<file path="config.mk">
export PLATFORM = sky130hd
export DESIGN_NAME = shaped_parameter_smoother_core
export DESIGN_NICKNAME = d
export VERILOG_FILES = /design/src/sv/sps_pkg.sv /design/src/sv/sps_cfg.sv /design/src/sv/sps_mul.sv /design/src/sv/sps_seq.sv /design/src/sv/shaped_parameter_smoother_core.sv
export SDC_FILE = /design/constraint.sdc
export NUM_CORES = 2
export LEC_CHECK = 0
export ABC_AREA = 0
export CAP_MARGIN = 40
export CORE_MARGIN = 4
export CORE_UTILIZATION = 50
export CTS_CLUSTER_SIZE = 28
export DETAILED_ROUTE_END_ITERATION = 8
export DONT_BUFFER_PORTS = 1
export HOLD_SLACK_MARGIN = 0.05
export PLACE_DENSITY = 0.73
export SYNTH_ARGS = -nofsm -noshare
export SYNTH_HDL_FRONTEND = slang
export SYNTH_HIERARCHICAL = 1
export SYNTH_SLANG_ARGS = --single-unit
export TNS_END_PERCENT = 50
</file>
<file path="constraint.sdc">
create_clock -name clk -period 22.3 [get_ports clk]
set_input_delay 2.23 -clock clk [delete_from_list [all_inputs] [get_ports clk]]
set_output_delay 2.23 -clock clk [all_outputs]
set_load 0.005 [all_outputs]
</file>
<file path="src/sv/sps_pkg.sv">
// ============================================================================
// sps_pkg - shared types and constants of the shaped parameter smoother
// Register map codes, curve codes, configuration struct and the
// reciprocal table used for division by small constants.
// ============================================================================
`default_nettype none

package sps_pkg;

    // field widths
    localparam int VAL_W    = 24;
    localparam int DT_W     = 20;
    localparam int SMOOTH_W = 17;
    localparam int MUL_W    = 33;
    localparam int PROD_W   = 2 * MUL_W;

    // fixed point constants
    localparam logic [14:0] Q14_ONE   = 15'd16384;
    localparam logic [14:0] Q14_HALF  = 15'd8192;
    localparam logic [16:0] Q16_ONE   = 17'd65536;
    localparam logic [30:0] Q30_ONE   = 31'h4000_0000;
    localparam logic [16:0] RESP_MIN  = 17'd655;
    localparam logic [5:0]  ANGLE_DIV = 6'd30;

    // register indexes
    localparam logic [2:0] REG_CURVE    = 3'd0;
    localparam logic [2:0] REG_UNIPOLAR = 3'd1;
    localparam logic [2:0] REG_INVERTED = 3'd2;
    localparam logic [2:0] REG_ANGLE    = 3'd3;
    localparam logic [2:0] REG_MIN      = 3'd4;
    localparam logic [2:0] REG_MAX      = 3'd5;
    localparam logic [2:0] REG_SMOOTH   = 3'd6;

    // response curve codes
    localparam logic [1:0] CURVE_LINEAR = 2'd0;
    localparam logic [1:0] CURVE_EASE   = 2'd1;
    localparam logic [1:0] CURVE_SQRT   = 2'd2;
    localparam logic [1:0] CURVE_SNAP   = 2'd3;

    typedef struct packed {
        logic [1:0]                  curve_mode;
        logic                        unipolar;
        logic                        inverted;
        logic                        angle_source;
        logic signed [VAL_W-1:0]     min_value;
        logic signed [VAL_W-1:0]     max_value;
        logic [SMOOTH_W-1:0]         smoothing;
    } cfg_t;

    typedef struct packed {
        logic busy;
    } seq_status_t;

    // floor(2^31 / d) for d in 1..32; quotient estimate is low by at most one
    function automatic logic [31:0] recip_q31(input logic [5:0] d);
        logic [31:0] r;
        unique case (d)
            6'd1:    r = 32'd2147483648;
            6'd2:    r = 32'd1073741824;
            6'd3:    r = 32'd715827882;
            6'd4:    r = 32'd536870912;
            6'd5:    r = 32'd429496729;
            6'd6:    r = 32'd357913941;
            6'd7:    r = 32'd306783378;
            6'd8:    r = 32'd268435456;
            6'd9:    r = 32'd238609294;
            6'd10:   r = 32'd214748364;
            6'd11:   r = 32'd195225786;
            6'd12:   r = 32'd178956970;
            6'd13:   r = 32'd165191049;
            6'd14:   r = 32'd153391689;
            6'd15:   r = 32'd143165576;
            6'd16:   r = 32'd134217728;
            6'd17:   r = 32'd126322567;
            6'd18:   r = 32'd119304647;
            6'd19:   r = 32'd113025455;
            6'd20:   r = 32'd107374182;
            6'd21:   r = 32'd102261126;
            6'd22:   r = 32'd97612893;
            6'd23:   r = 32'd93368854;
            6'd24:   r = 32'd89478485;
            6'd25:   r = 32'd85899345;
            6'd26:   r = 32'd82595524;
            6'd27:   r = 32'd79536431;
            6'd28:   r = 32'd76695844;
            6'd29:   r = 32'd74051160;
            6'd30:   r = 32'd71582788;
            6'd31:   r = 32'd69273666;
            6'd32:   r = 32'd67108864;
            default: r = 32'd0;
        endcase
        return r;
    endfunction

endpackage

`default_nettype wire

</file>
<file path="src/sv/sps_cfg.sv">
// ============================================================================
// sps_cfg - configuration register file
// APB-style write/read port holding the curve, mapping and smoothing setup.
// ============================================================================
`default_nettype none

module sps_cfg (
    input  wire logic         clk,
    input  wire logic         rst_n,
    input  wire logic         psel,
    input  wire logic         penable,
    input  wire logic         pwrite,
    input  wire logic [4:0]   paddr,
    input  wire logic [31:0]  pwdata,
    output logic [31:0]       prdata,
    output logic              pready,
    output sps_pkg::cfg_t     cfg
);
    import sps_pkg::*;

    cfg_t       cfg_reg;
    logic       wr_en;
    logic [2:0] idx;

    assign idx    = paddr[4:2];
    assign wr_en  = psel & penable & pwrite;
    assign pready = 1'b1;
    assign cfg    = cfg_reg;

    // register writes
    always_ff @(posedge clk or negedge rst_n)
    begin
        if (!rst_n)
        begin
            cfg_reg.curve_mode   <= CURVE_LINEAR;
            cfg_reg.unipolar     <= 1'b0;
            cfg_reg.inverted     <= 1'b0;
            cfg_reg.angle_source <= 1'b0;
            cfg_reg.min_value    <= -24'sd491520;
            cfg_reg.max_value    <= 24'sd491520;
            cfg_reg.smoothing    <= 17'd22938;
        end
        else if (wr_en)
        begin
            unique case (idx)
                REG_CURVE:    cfg_reg.curve_mode   <= pwdata[1:0];
                REG_UNIPOLAR: cfg_reg.unipolar     <= pwdata[0];
                REG_INVERTED: cfg_reg.inverted     <= pwdata[0];
                REG_ANGLE:    cfg_reg.angle_source <= pwdata[0];
                REG_MIN:      cfg_reg.min_value    <= $signed(pwdata[VAL_W-1:0]);
                REG_MAX:      cfg_reg.max_value    <= $signed(pwdata[VAL_W-1:0]);
                REG_SMOOTH:   cfg_reg.smoothing    <= pwdata[SMOOTH_W-1:0];
                default:      ;
            endcase
        end
    end

    // read back
    always_comb
    begin
        unique case (idx)
            REG_CURVE:    prdata = {30'd0, cfg_reg.curve_mode};
            REG_UNIPOLAR: prdata = {31'd0, cfg_reg.unipolar};
            REG_INVERTED: prdata = {31'd0, cfg_reg.inverted};
            REG_ANGLE:    prdata = {31'd0, cfg_reg.angle_source};
            REG_MIN:      prdata = {8'd0, cfg_reg.min_value};
            REG_MAX:      prdata = {8'd0, cfg_reg.max_value};
            REG_SMOOTH:   prdata = {15'd0, cfg_reg.smoothing};
            default:      prdata = 32'd0;
        endcase
    end

endmodule

`default_nettype wire

</file>
<file path="src/sv/sps_mul.sv">
// ============================================================================
// sps_mul - shared signed multiplier
// 33x33 signed multiply with a registered product, used by every multiplying step.
// ============================================================================
`default_nettype none

module sps_mul (
    input  wire logic                              clk,
    input  wire logic signed [sps_pkg::MUL_W-1:0]  mul_a,
    input  wire logic signed [sps_pkg::MUL_W-1:0]  mul_b,
    output logic signed [sps_pkg::PROD_W-1:0]      mul_p
);
    import sps_pkg::*;

    logic signed [PROD_W-1:0] prod_reg;

    always_ff @(posedge clk)
    begin
        prod_reg <= mul_a * mul_b;
    end

    assign mul_p = prod_reg;

endmodule

`default_nettype wire

</file>
<file path="src/sv/sps_seq.sv">
// ============================================================================
// sps_seq - sequencer of the smoother
// Steps one request through divide (angle source only), curve, range mapping,
// exponential and update on the shared multiplier, taking no new request until done.
// ============================================================================
`default_nettype none

module sps_seq #(
    parameter int EXP_ITERATIONS = 16
) (
    input  wire logic                              clk,
    input  wire logic                              rst_n,
    input  wire sps_pkg::cfg_t                     cfg,
    input  wire logic                              in_valid,
    output logic                                   in_stall,
    input  wire logic signed [sps_pkg::VAL_W-1:0]  sample,
    input  wire logic [sps_pkg::DT_W-1:0]          delta_time,
    output logic                                   out_valid,
    input  wire logic                              out_stall,
    output logic signed [sps_pkg::VAL_W-1:0]       smoothed_value,
    output logic signed [sps_pkg::MUL_W-1:0]       mul_a,
    output logic signed [sps_pkg::MUL_W-1:0]       mul_b,
    input  wire logic signed [sps_pkg::PROD_W-1:0] mul_p,
    output sps_pkg::seq_status_t                   status
);
    import sps_pkg::*;

    localparam int IW = $clog2(EXP_ITERATIONS + 1);
    localparam logic [IW-1:0] I_LAST = IW'(EXP_ITERATIONS);

    localparam logic [4:0] S_IDLE  = 5'd0;
    localparam logic [4:0] S_DV1   = 5'd1;
    localparam logic [4:0] S_DV2   = 5'd2;
    localparam logic [4:0] S_DV3   = 5'd3;
    localparam logic [4:0] S_SHP   = 5'd4;
    localparam logic [4:0] S_EZ1   = 5'd5;
    localparam logic [4:0] S_EZ2   = 5'd6;
    localparam logic [4:0] S_SQ    = 5'd7;
    localparam logic [4:0] S_SQC   = 5'd8;
    localparam logic [4:0] S_MAP   = 5'd9;
    localparam logic [4:0] S_TGT   = 5'd10;
    localparam logic [4:0] S_XC    = 5'd11;
    localparam logic [4:0] S_EXM   = 5'd12;
    localparam logic [4:0] S_EXD   = 5'd13;
    localparam logic [4:0] S_CLAMP = 5'd14;
    localparam logic [4:0] S_ESQ   = 5'd15;
    localparam logic [4:0] S_ESQC  = 5'd16;
    localparam logic [4:0] S_UPD   = 5'd17;
    localparam logic [4:0] S_FIN   = 5'd18;

    logic [4:0]               state_reg, state_next;
    logic                     out_valid_reg, out_valid_next;
    logic signed [VAL_W-1:0]  out_data_reg, out_data_next;
    logic signed [VAL_W-1:0]  cur_reg, cur_next;

    // working registers
    logic [DT_W-1:0]          dt_reg, dt_next;
    logic                     neg_reg, neg_next;
    logic [30:0]              t_reg, t_next;
    logic [30:0]              q_reg, q_next;
    logic [5:0]               den_reg, den_next;
    logic                     dvexp_reg, dvexp_next;
    logic [14:0]              mag_reg, mag_next;
    logic [14:0]              r_reg, r_next;
    logic [3:0]               bit_reg, bit_next;
    logic signed [VAL_W:0]    target_reg, target_next;
    logic [19:0]              y_reg, y_next;
    logic [30:0]              term_reg, term_next;
    logic signed [32:0]       sum_reg, sum_next;
    logic [IW-1:0]            i_reg, i_next;
    logic [30:0]              p_reg, p_next;
    logic [1:0]               cnt_reg, cnt_next;
    logic [16:0]              alpha_reg, alpha_next;

    // datapath helpers
    logic                     accept;
    logic [VAL_W-1:0]         sample_abs;
    logic signed [17:0]       resp_raw;
    logic [16:0]              resp;
    logic [20:0]              k_rate;
    logic [14:0]              trial;
    logic signed [15:0]       n_s, n_val;
    logic signed [16:0]       n_bias;
    logic [14:0]              unit;
    logic signed [VAL_W:0]    range_span;
    logic signed [VAL_W:0]    err;
    logic [30:0]              rem;
    logic [30:0]              q_fix;
    logic [24:0]              x_val;
    logic signed [PROD_W-1:0] tgt_sh, upd_sh;
    logic signed [VAL_W-1:0]  cur_new;
    logic                     out_free;

    assign accept         = in_valid & (state_reg == S_IDLE);
    assign in_stall       = (state_reg != S_IDLE);
    assign status.busy    = (state_reg != S_IDLE);
    assign out_valid      = out_valid_reg;
    assign smoothed_value = out_data_reg;
    assign out_free       = ~out_valid_reg | ~out_stall;

    assign sample_abs = sample[VAL_W-1] ? VAL_W'(-sample) : VAL_W'(sample);

    // rate constant k = 4 + 26 * max(0.01, 1 - smoothing), Q16
    assign resp_raw = $signed({1'b0, Q16_ONE}) - $signed({1'b0, cfg.smoothing});
    assign resp     = (resp_raw < $signed({1'b0, RESP_MIN})) ? RESP_MIN : resp_raw[16:0];
    assign k_rate   = 21'(22'(resp) * 22'd26) + 21'd262144;

    // bitwise root trial
    assign trial = r_reg | (15'd1 << bit_reg);

    // sign, inversion and unit mapping
    assign n_s    = $signed({1'b0, r_reg});
    assign n_val  = (neg_reg ^ cfg.inverted) ? -n_s : n_s;
    assign n_bias = 17'(n_val) + $signed({2'b0, Q14_ONE});
    assign unit   = cfg.unipolar ? (n_val[15] ? 15'd0 : n_val[14:0]) : n_bias[15:1];
    assign range_span = 25'(cfg.max_value) - 25'(cfg.min_value);

    // divide correction: estimate is low by at most one
    assign rem   = t_reg - mul_p[30:0];
    assign q_fix = q_reg + 31'((rem >= 31'(den_reg)) ? 1 : 0);

    assign x_val  = mul_p[40:16];
    assign tgt_sh = mul_p >>> 14;
    assign upd_sh = mul_p >>> 16;
    assign err    = target_reg - 25'(cur_reg);
    assign cur_new = cur_reg + upd_sh[VAL_W-1:0];

    // multiplier operand select
    always_comb
    begin
        mul_a = '0;
        mul_b = '0;
        unique case (state_reg)
            S_DV1:
            begin
                mul_a = $signed(MUL_W'(t_reg));
                mul_b = $signed(MUL_W'(recip_q31(den_reg)));
            end
            S_DV2:
            begin
                mul_a = $signed(MUL_W'(mul_p[61:31]));
                mul_b = $signed(MUL_W'(den_reg));
            end
            S_SHP:
            begin
                mul_a = $signed(MUL_W'(mag_reg));
                mul_b = $signed(MUL_W'(mag_reg));
            end
            S_EZ1:
            begin
                mul_a = $signed(MUL_W'(mul_p[28:14]));
                mul_b = $signed(MUL_W'(17'd49152 - {1'b0, mag_reg, 1'b0}));
            end
            S_SQ:
            begin
                mul_a = $signed(MUL_W'(trial));
                mul_b = $signed(MUL_W'(trial));
            end
            S_MAP:
            begin
                mul_a = $signed(MUL_W'(unit));
                mul_b = MUL_W'(range_span);
            end
            S_TGT:
            begin
                mul_a = $signed(MUL_W'(dt_reg));
                mul_b = $signed(MUL_W'(k_rate));
            end
            S_EXM:
            begin
                mul_a = $signed(MUL_W'(term_reg));
                mul_b = $signed(MUL_W'(y_reg));
            end
            S_ESQ:
            begin
                mul_a = $signed(MUL_W'(p_reg));
                mul_b = $signed(MUL_W'(p_reg));
            end
            S_UPD, S_FIN:
            begin
                mul_a = MUL_W'(err);
                mul_b = $signed(MUL_W'(alpha_reg));
            end
            default: ;
        endcase
    end

    // sequencer
    always_comb
    begin
        state_next     = state_reg;
        out_valid_next = out_valid_reg & out_stall;
        out_data_next  = out_data_reg;
        cur_next       = cur_reg;
        dt_next        = dt_reg;
        neg_next       = neg_reg;
        t_next         = t_reg;
        q_next         = q_reg;
        den_next       = den_reg;
        dvexp_next     = dvexp_reg;
        mag_next       = mag_reg;
        r_next         = r_reg;
        bit_next       = bit_reg;
        target_next    = target_reg;
        y_next         = y_reg;
        term_next      = term_reg;
        sum_next       = sum_reg;
        i_next         = i_reg;
        p_next         = p_reg;
        cnt_next       = cnt_reg;
        alpha_next     = alpha_reg;
        unique case (state_reg)
            S_IDLE:
            begin
                if (accept)
                begin
                    dt_next  = delta_time;
                    neg_next = sample[VAL_W-1];
                    if (cfg.angle_source)
                    begin
                        t_next     = 31'(sample_abs);
                        den_next   = ANGLE_DIV;
                        dvexp_next = 1'b0;
                        state_next = S_DV1;
                    end
                    else
                    begin
                        mag_next   = (sample_abs >= 24'(Q14_ONE)) ? Q14_ONE
                                                                  : sample_abs[14:0];
                        state_next = S_SHP;
                    end
                end
            end
            S_DV1: state_next = S_DV2;
            S_DV2:
            begin
                q_next     = mul_p[61:31];
                state_next = S_DV3;
            end
            S_DV3:
            begin
                if (dvexp_reg)
                begin
                    term_next = q_fix;
                    sum_next  = i_reg[0] ? sum_reg - $signed(33'(q_fix))
                                         : sum_reg + $signed(33'(q_fix));
                    if (i_reg == I_LAST)
                        state_next = S_CLAMP;
                    else
                    begin
                        i_next     = i_reg + 1'b1;
                        state_next = S_EXM;
                    end
                end
                else
                begin
                    mag_next   = (q_fix >= 31'(Q14_ONE)) ? Q14_ONE : q_fix[14:0];
                    state_next = S_SHP;
                end
            end
            S_SHP:
            begin
                unique case (cfg.curve_mode)
                    CURVE_LINEAR:
                    begin
                        r_next     = mag_reg;
                        state_next = S_MAP;
                    end
                    CURVE_EASE: state_next = S_EZ1;
                    CURVE_SQRT:
                    begin
                        r_next     = 15'd0;
                        bit_next   = 4'd14;
                        state_next = S_SQ;
                    end
                    CURVE_SNAP:
                    begin
                        r_next     = (mag_reg >= Q14_HALF) ? Q14_ONE : 15'd0;
                        state_next = S_MAP;
                    end
                    default: ;
                endcase
            end
            S_EZ1: state_next = S_EZ2;
            S_EZ2:
            begin
                r_next     = mul_p[28:14];
                state_next = S_MAP;
            end
            S_SQ: state_next = S_SQC;
            S_SQC:
            begin
                if (mul_p[29:0] <= {1'b0, mag_reg, 14'd0})
                    r_next = trial;
                if (bit_reg == 4'd0)
                    state_next = S_MAP;
                else
                begin
                    bit_next   = bit_reg - 1'b1;
                    state_next = S_SQ;
                end
            end
            S_MAP: state_next = S_TGT;
            S_TGT:
            begin
                target_next = 25'(cfg.min_value) + tgt_sh[VAL_W:0];
                state_next  = S_XC;
            end
            S_XC:
            begin
                // exponent of sixteen or more: full step to the target
                if (x_val[24:20] != 5'd0)
                begin
                    alpha_next = Q16_ONE;
                    state_next = S_UPD;
                end
                else
                begin
                    y_next     = x_val[19:0];
                    sum_next   = $signed(33'(Q30_ONE));
                    term_next  = Q30_ONE;
                    i_next     = IW'(1);
                    state_next = S_EXM;
                end
            end
            S_EXM: state_next = S_EXD;
            S_EXD:
            begin
                t_next     = mul_p[50:20];
                den_next   = 6'(i_reg);
                dvexp_next = 1'b1;
                state_next = S_DV1;
            end
            S_CLAMP:
            begin
                if (sum_reg[32])
                    p_next = 31'd0;
                else if (sum_reg[31:0] > 32'(Q30_ONE))
                    p_next = Q30_ONE;
                else
                    p_next = sum_reg[30:0];
                cnt_next   = 2'd0;
                state_next = S_ESQ;
            end
            S_ESQ: state_next = S_ESQC;
            S_ESQC:
            begin
                p_next = mul_p[60:30];
                if (cnt_reg == 2'd3)
                begin
                    alpha_next = Q16_ONE - mul_p[60:44];
                    state_next = S_UPD;
                end
                else
                begin
                    cnt_next   = cnt_reg + 1'b1;
                    state_next = S_ESQ;
                end
            end
            S_UPD: state_next = S_FIN;
            S_FIN:
            begin
                // hold until the output register is free
                if (out_free)
                begin
                    cur_next       = cur_new;
                    out_data_next  = cur_new;
                    out_valid_next = 1'b1;
                    state_next     = S_IDLE;
                end
            end
            default: state_next = S_IDLE;
        endcase
    end

    // control state
    always_ff @(posedge clk or negedge rst_n)
    begin
        if (!rst_n)
        begin
            state_reg     <= S_IDLE;
            out_valid_reg <= 1'b0;
            cur_reg       <= '0;
        end
        else
        begin
            state_reg     <= state_next;
            out_valid_reg <= out_valid_next;
            cur_reg       <= cur_next;
        end
    end

    // payload registers
    always_ff @(posedge clk)
    begin
        out_data_reg <= out_data_next;
        dt_reg       <= dt_next;
        neg_reg      <= neg_next;
        t_reg        <= t_next;
        q_reg        <= q_next;
        den_reg      <= den_next;
        dvexp_reg    <= dvexp_next;
        mag_reg      <= mag_next;
        r_reg        <= r_next;
        bit_reg      <= bit_next;
        target_reg   <= target_next;
        y_reg        <= y_next;
        term_reg     <= term_next;
        sum_reg      <= sum_next;
        i_reg        <= i_next;
        p_reg        <= p_next;
        cnt_reg      <= cnt_next;
        alpha_reg    <= alpha_next;
    end

endmodule

`default_nettype wire

</file>
<file path="src/sv/shaped_parameter_smoother_core.sv">
// ============================================================================
// shaped_parameter_smoother_core - shaped parameter smoother, top level
// Shapes a tracked sample by a response curve, maps it into a value range
// and moves the kept value toward it by a frame-time dependent step.
// ============================================================================
//  channel   direction  handshake          payload
//  input     in         in_valid/in_stall  sample, delta_time
//  output    out        out_valid/out_stall smoothed_value
//  config    in/out     psel/penable/pready paddr, pwdata, prdata
//
// One request runs its steps in order on the single shared multiplier: a
// divide by thirty for an angle source, the ease or square-root curve, the
// range mapping, EXP_ITERATIONS Taylor terms (16 by default) each with a
// divide, the clamp, the four squarings of the exponential and the update.
// A frame time giving an exponent of sixteen or more skips the exponential.
// Reset clears the kept value and sets the configuration to its defaults; no clearing pass.
// in_stall is high while a request is in work; a finished result waits in
// the output register while out_stall is high and the next request proceeds.
`default_nettype none

module shaped_parameter_smoother_core #(
    parameter int EXP_ITERATIONS = 16
) (
    input  wire logic                              clk,
    input  wire logic                              rst_n,
    input  wire logic                              psel,
    input  wire logic                              penable,
    input  wire logic                              pwrite,
    input  wire logic [4:0]                        paddr,
    input  wire logic [31:0]                       pwdata,
    output logic [31:0]                            prdata,
    output logic                                   pready,
    input  wire logic                              in_valid,
    output logic                                   in_stall,
    input  wire logic signed [sps_pkg::VAL_W-1:0]  sample,
    input  wire logic [sps_pkg::DT_W-1:0]          delta_time,
    output logic                                   out_valid,
    input  wire logic                              out_stall,
    output logic signed [sps_pkg::VAL_W-1:0]       smoothed_value
);
    import sps_pkg::*;

    cfg_t                     cfg;
    seq_status_t              status;
    logic signed [MUL_W-1:0]  mul_a, mul_b;
    logic signed [PROD_W-1:0] mul_p;

    sps_cfg u_cfg (
        .clk     (clk),
        .rst_n   (rst_n),
        .psel    (psel),
        .penable (penable),
        .pwrite  (pwrite),
        .paddr   (paddr),
        .pwdata  (pwdata),
        .prdata  (prdata),
        .pready  (pready),
        .cfg     (cfg)
    );

    sps_mul u_mul (
        .clk   (clk),
        .mul_a (mul_a),
        .mul_b (mul_b),
        .mul_p (mul_p)
    );

    sps_seq #(
        .EXP_ITERATIONS (EXP_ITERATIONS)
    ) u_seq (
        .clk            (clk),
        .rst_n          (rst_n),
        .cfg            (cfg),
        .in_valid       (in_valid),
        .in_stall       (in_stall),
        .sample         (sample),
        .delta_time     (delta_time),
        .out_valid      (out_valid),
        .out_stall      (out_stall),
        .smoothed_value (smoothed_value),
        .mul_a          (mul_a),
        .mul_b          (mul_b),
        .mul_p          (mul_p),
        .status         (status)
    );

    // an accepted request keeps the sequencer busy in the next cycle
    a_busy_after_accept: assert property (@(posedge clk) disable iff (!rst_n)
        in_valid && !in_stall |=> status.busy)
        else $error("sequencer not busy after accepting a request");

    // a new result only appears at the end of work on a request
    a_result_from_work: assert property (@(posedge clk) disable iff (!rst_n)
        $rose(out_valid) |-> $past(in_stall))
        else $error("result appeared without a request in work");

endmodule

`default_nettype wire

</file>
==> impl_metrics.tcl <==
set metrics [dict create \
    result_of_the_run "finished clean" \
    syn-mean-instance-area_um2 9.25 \
    total_global_route_track_usage_pct 30.2 \
    std_cell_rows 139 \
    fin_skew_ns 0.0390 \
    launching_element_of_the_worst_setup_path "u_cfg/cfg[0]" \
    initial_util_pct 50.5 \
    post_synthesis_instance_area_um2 72700 \
    totalWireLength_um 228000 \
    slew_viol_final 0 \
    io-pin-count 147 \
    max_cap_violations 0 \
    slew_headroom_pct 30.3 \
    chipHeight_um 389 \
    max_freq_ghz 0.0567 \
    critical_path.most_common_cell "sky130_fd_sc_hd__fa_1" \
    dieWidth_um 389 \
    criticalPathCategory "flop to flop" \
    worst_path_dominant_cell_family "adder cells" \
    dp_cells 9531 \
    cts-htree-levels 2 \
    ys.warnings.count 6 \
    number_of_design_rule_violations_left_by_the_first_detailed_router_iteration 6555 \
    grt_start_max_net_pins 101 \
    maximum_buffer_depth_of_the_clock_tree 3 \
    cts-hold-fix-buffers 0 \
    setup_viol_count_final 0 \
    floorplan.core_area_um2 144000 \
    crit_path_launch_type "flop" \
    clock-root-buffer "sky130_fd_sc_hd__clkbuf_16" \
    tritoncts "yes" \
    cp.buffers_inverters 8 \
    fin_crit_sh_pct 79.0 \
    grt_pass1_vias 59700 \
    cp.arrival_ns 18.14 \
    critical-path-max-stage-delay_ns 0.71 \
    die-area_um2 152000 \
    syn_inst 7859 \
    drtPass1Iterations 9 \
    holdCritStartpoint "u_mul/mul_p[61]" \
    totalNegativeSetupSlack_ns 0 \
    finalWorstPathRequiredPeriod_ns 17.63 \
    globalplace.congestion 1.05 \
    post-route-worst-setup-slack_ns 4.67 \
    post_cts.repair.setup_buffers 0 \
    nFillCells 12800 \
    nets 9364 \
    critical_path.reg2reg.startpoint "u_cfg/cfg[0]" \
    clk-insertion-delay-late_ns 0.65 \
    cts-resized-gates 0 \
    grt_setup_unrepaired "false" \
    hpwl_detailed_um 176000 \
    clk_transition_reported_paths_ns 0.07 \
    most_used_cells_in_the_layout_excluding_fill_and_tap_cells "sky130_fd_sc_hd__inv_1, sky130_fd_sc_hd__fa_1, sky130_fd_sc_hd__nand2_1" \
    worst_ep_required_ns 22.81 \
    wire_length_of_the_first_global_routing_pass_um 353000 \
    antenna_violating_nets_post_route 0 \
    timing.hold.worst.class "flop to flop" \
    final_common_cell "sky130_fd_sc_hd__inv_1" \
    finalHoldViolations 0 \
    finalNonFillerCells 9641 \
    drt-wirelength-per-cell_um 23.7 \
    numPortBuffers 0 \
    cts-buffers-inserted 52 \
    cts_sinks 505 \
    globalRoute.totalOverflow 0 \
    drive_above_1_share_pct 5.63 \
    number_of_antenna_violations_at_the_first_check_in_global_routing 15 \
    critical-path-slowest-cell "sky130_fd_sc_hd__nor3_1" \
    post-place-ws_ns 5.17 \
    largest_register_ff_count 70 \
    crit_path_end_kind "flop" \
    via_per_inst 6.03 \
    cp_max_fo 33 \
    drt_drc_violations_left 0 \
    fin_hold_ws_ns 0.478 \
    tightest_slew_ns 1.05 \
    syn2layout_area_growth_pct 5.84 \
    num_vias 58200 \
]
-- layer usage --
layer | up-vias | GRT usage, % | share of wire (%)
met5 | - | 0 | 0.025
li1 | 25000 | - | -
met4 | 8 | 16.5 | 6.7
met3 | 751 | 6.70 | 11
met2 | 3189 | 47.4 | 45
met1 | 29200 | 39.1 | 38
-- final timing paths --
kind                                         to  slack, ns  cells past startpoint
worst max-delay path            u_mul/mul_p[58]       4.67                     60
worst min-delay path            u_seq/q_reg[30]       0.48                      0
worst max register to register  u_mul/mul_p[58]       4.67                     60
worst min register to register  u_seq/q_reg[30]       0.48                      0
max in group asynchronous         u_cfg/cfg[35]      20.66                      0
min in group asynchronous       u_seq/out_valid       1.29                      0
-- per-stage QoR --
| step | area, µm² | utilization, % |
|---|---|---|
| global placement | 74700 | 51.9 |
| detailed placement | 75000 | 52.1 |
| CTS | 76900 | 53.4 |
| floorplan | 72700 | - |
| finish | 76900 | 53.4 |
| global route | 76900 | 53.4 |
-- layout make-up --
| cell class | instances | area (µm²) | area share [%] |
|---|---|---|---|
| multi-input cells | 5593 | 52500 | 68.2 |
| flip-flops and latches | 505 | 13700 | 17.9 |
| inverters | 1391 | 5220 | 6.79 |
| well taps | 1903 | 2380 | 3.09 |
| clock buffers | 75 | 1560 | 2.02 |
| repair buffers | 141 | 1240 | 1.61 |
| clock inverters | 23 | 290 | 0.377 |
| diodes | 10 | 25.0 | 0.0325 |
Power is left out: the tool's default activity adds up to more than one toggle a clock period on the data nets, which glitch-free logic cannot reach.
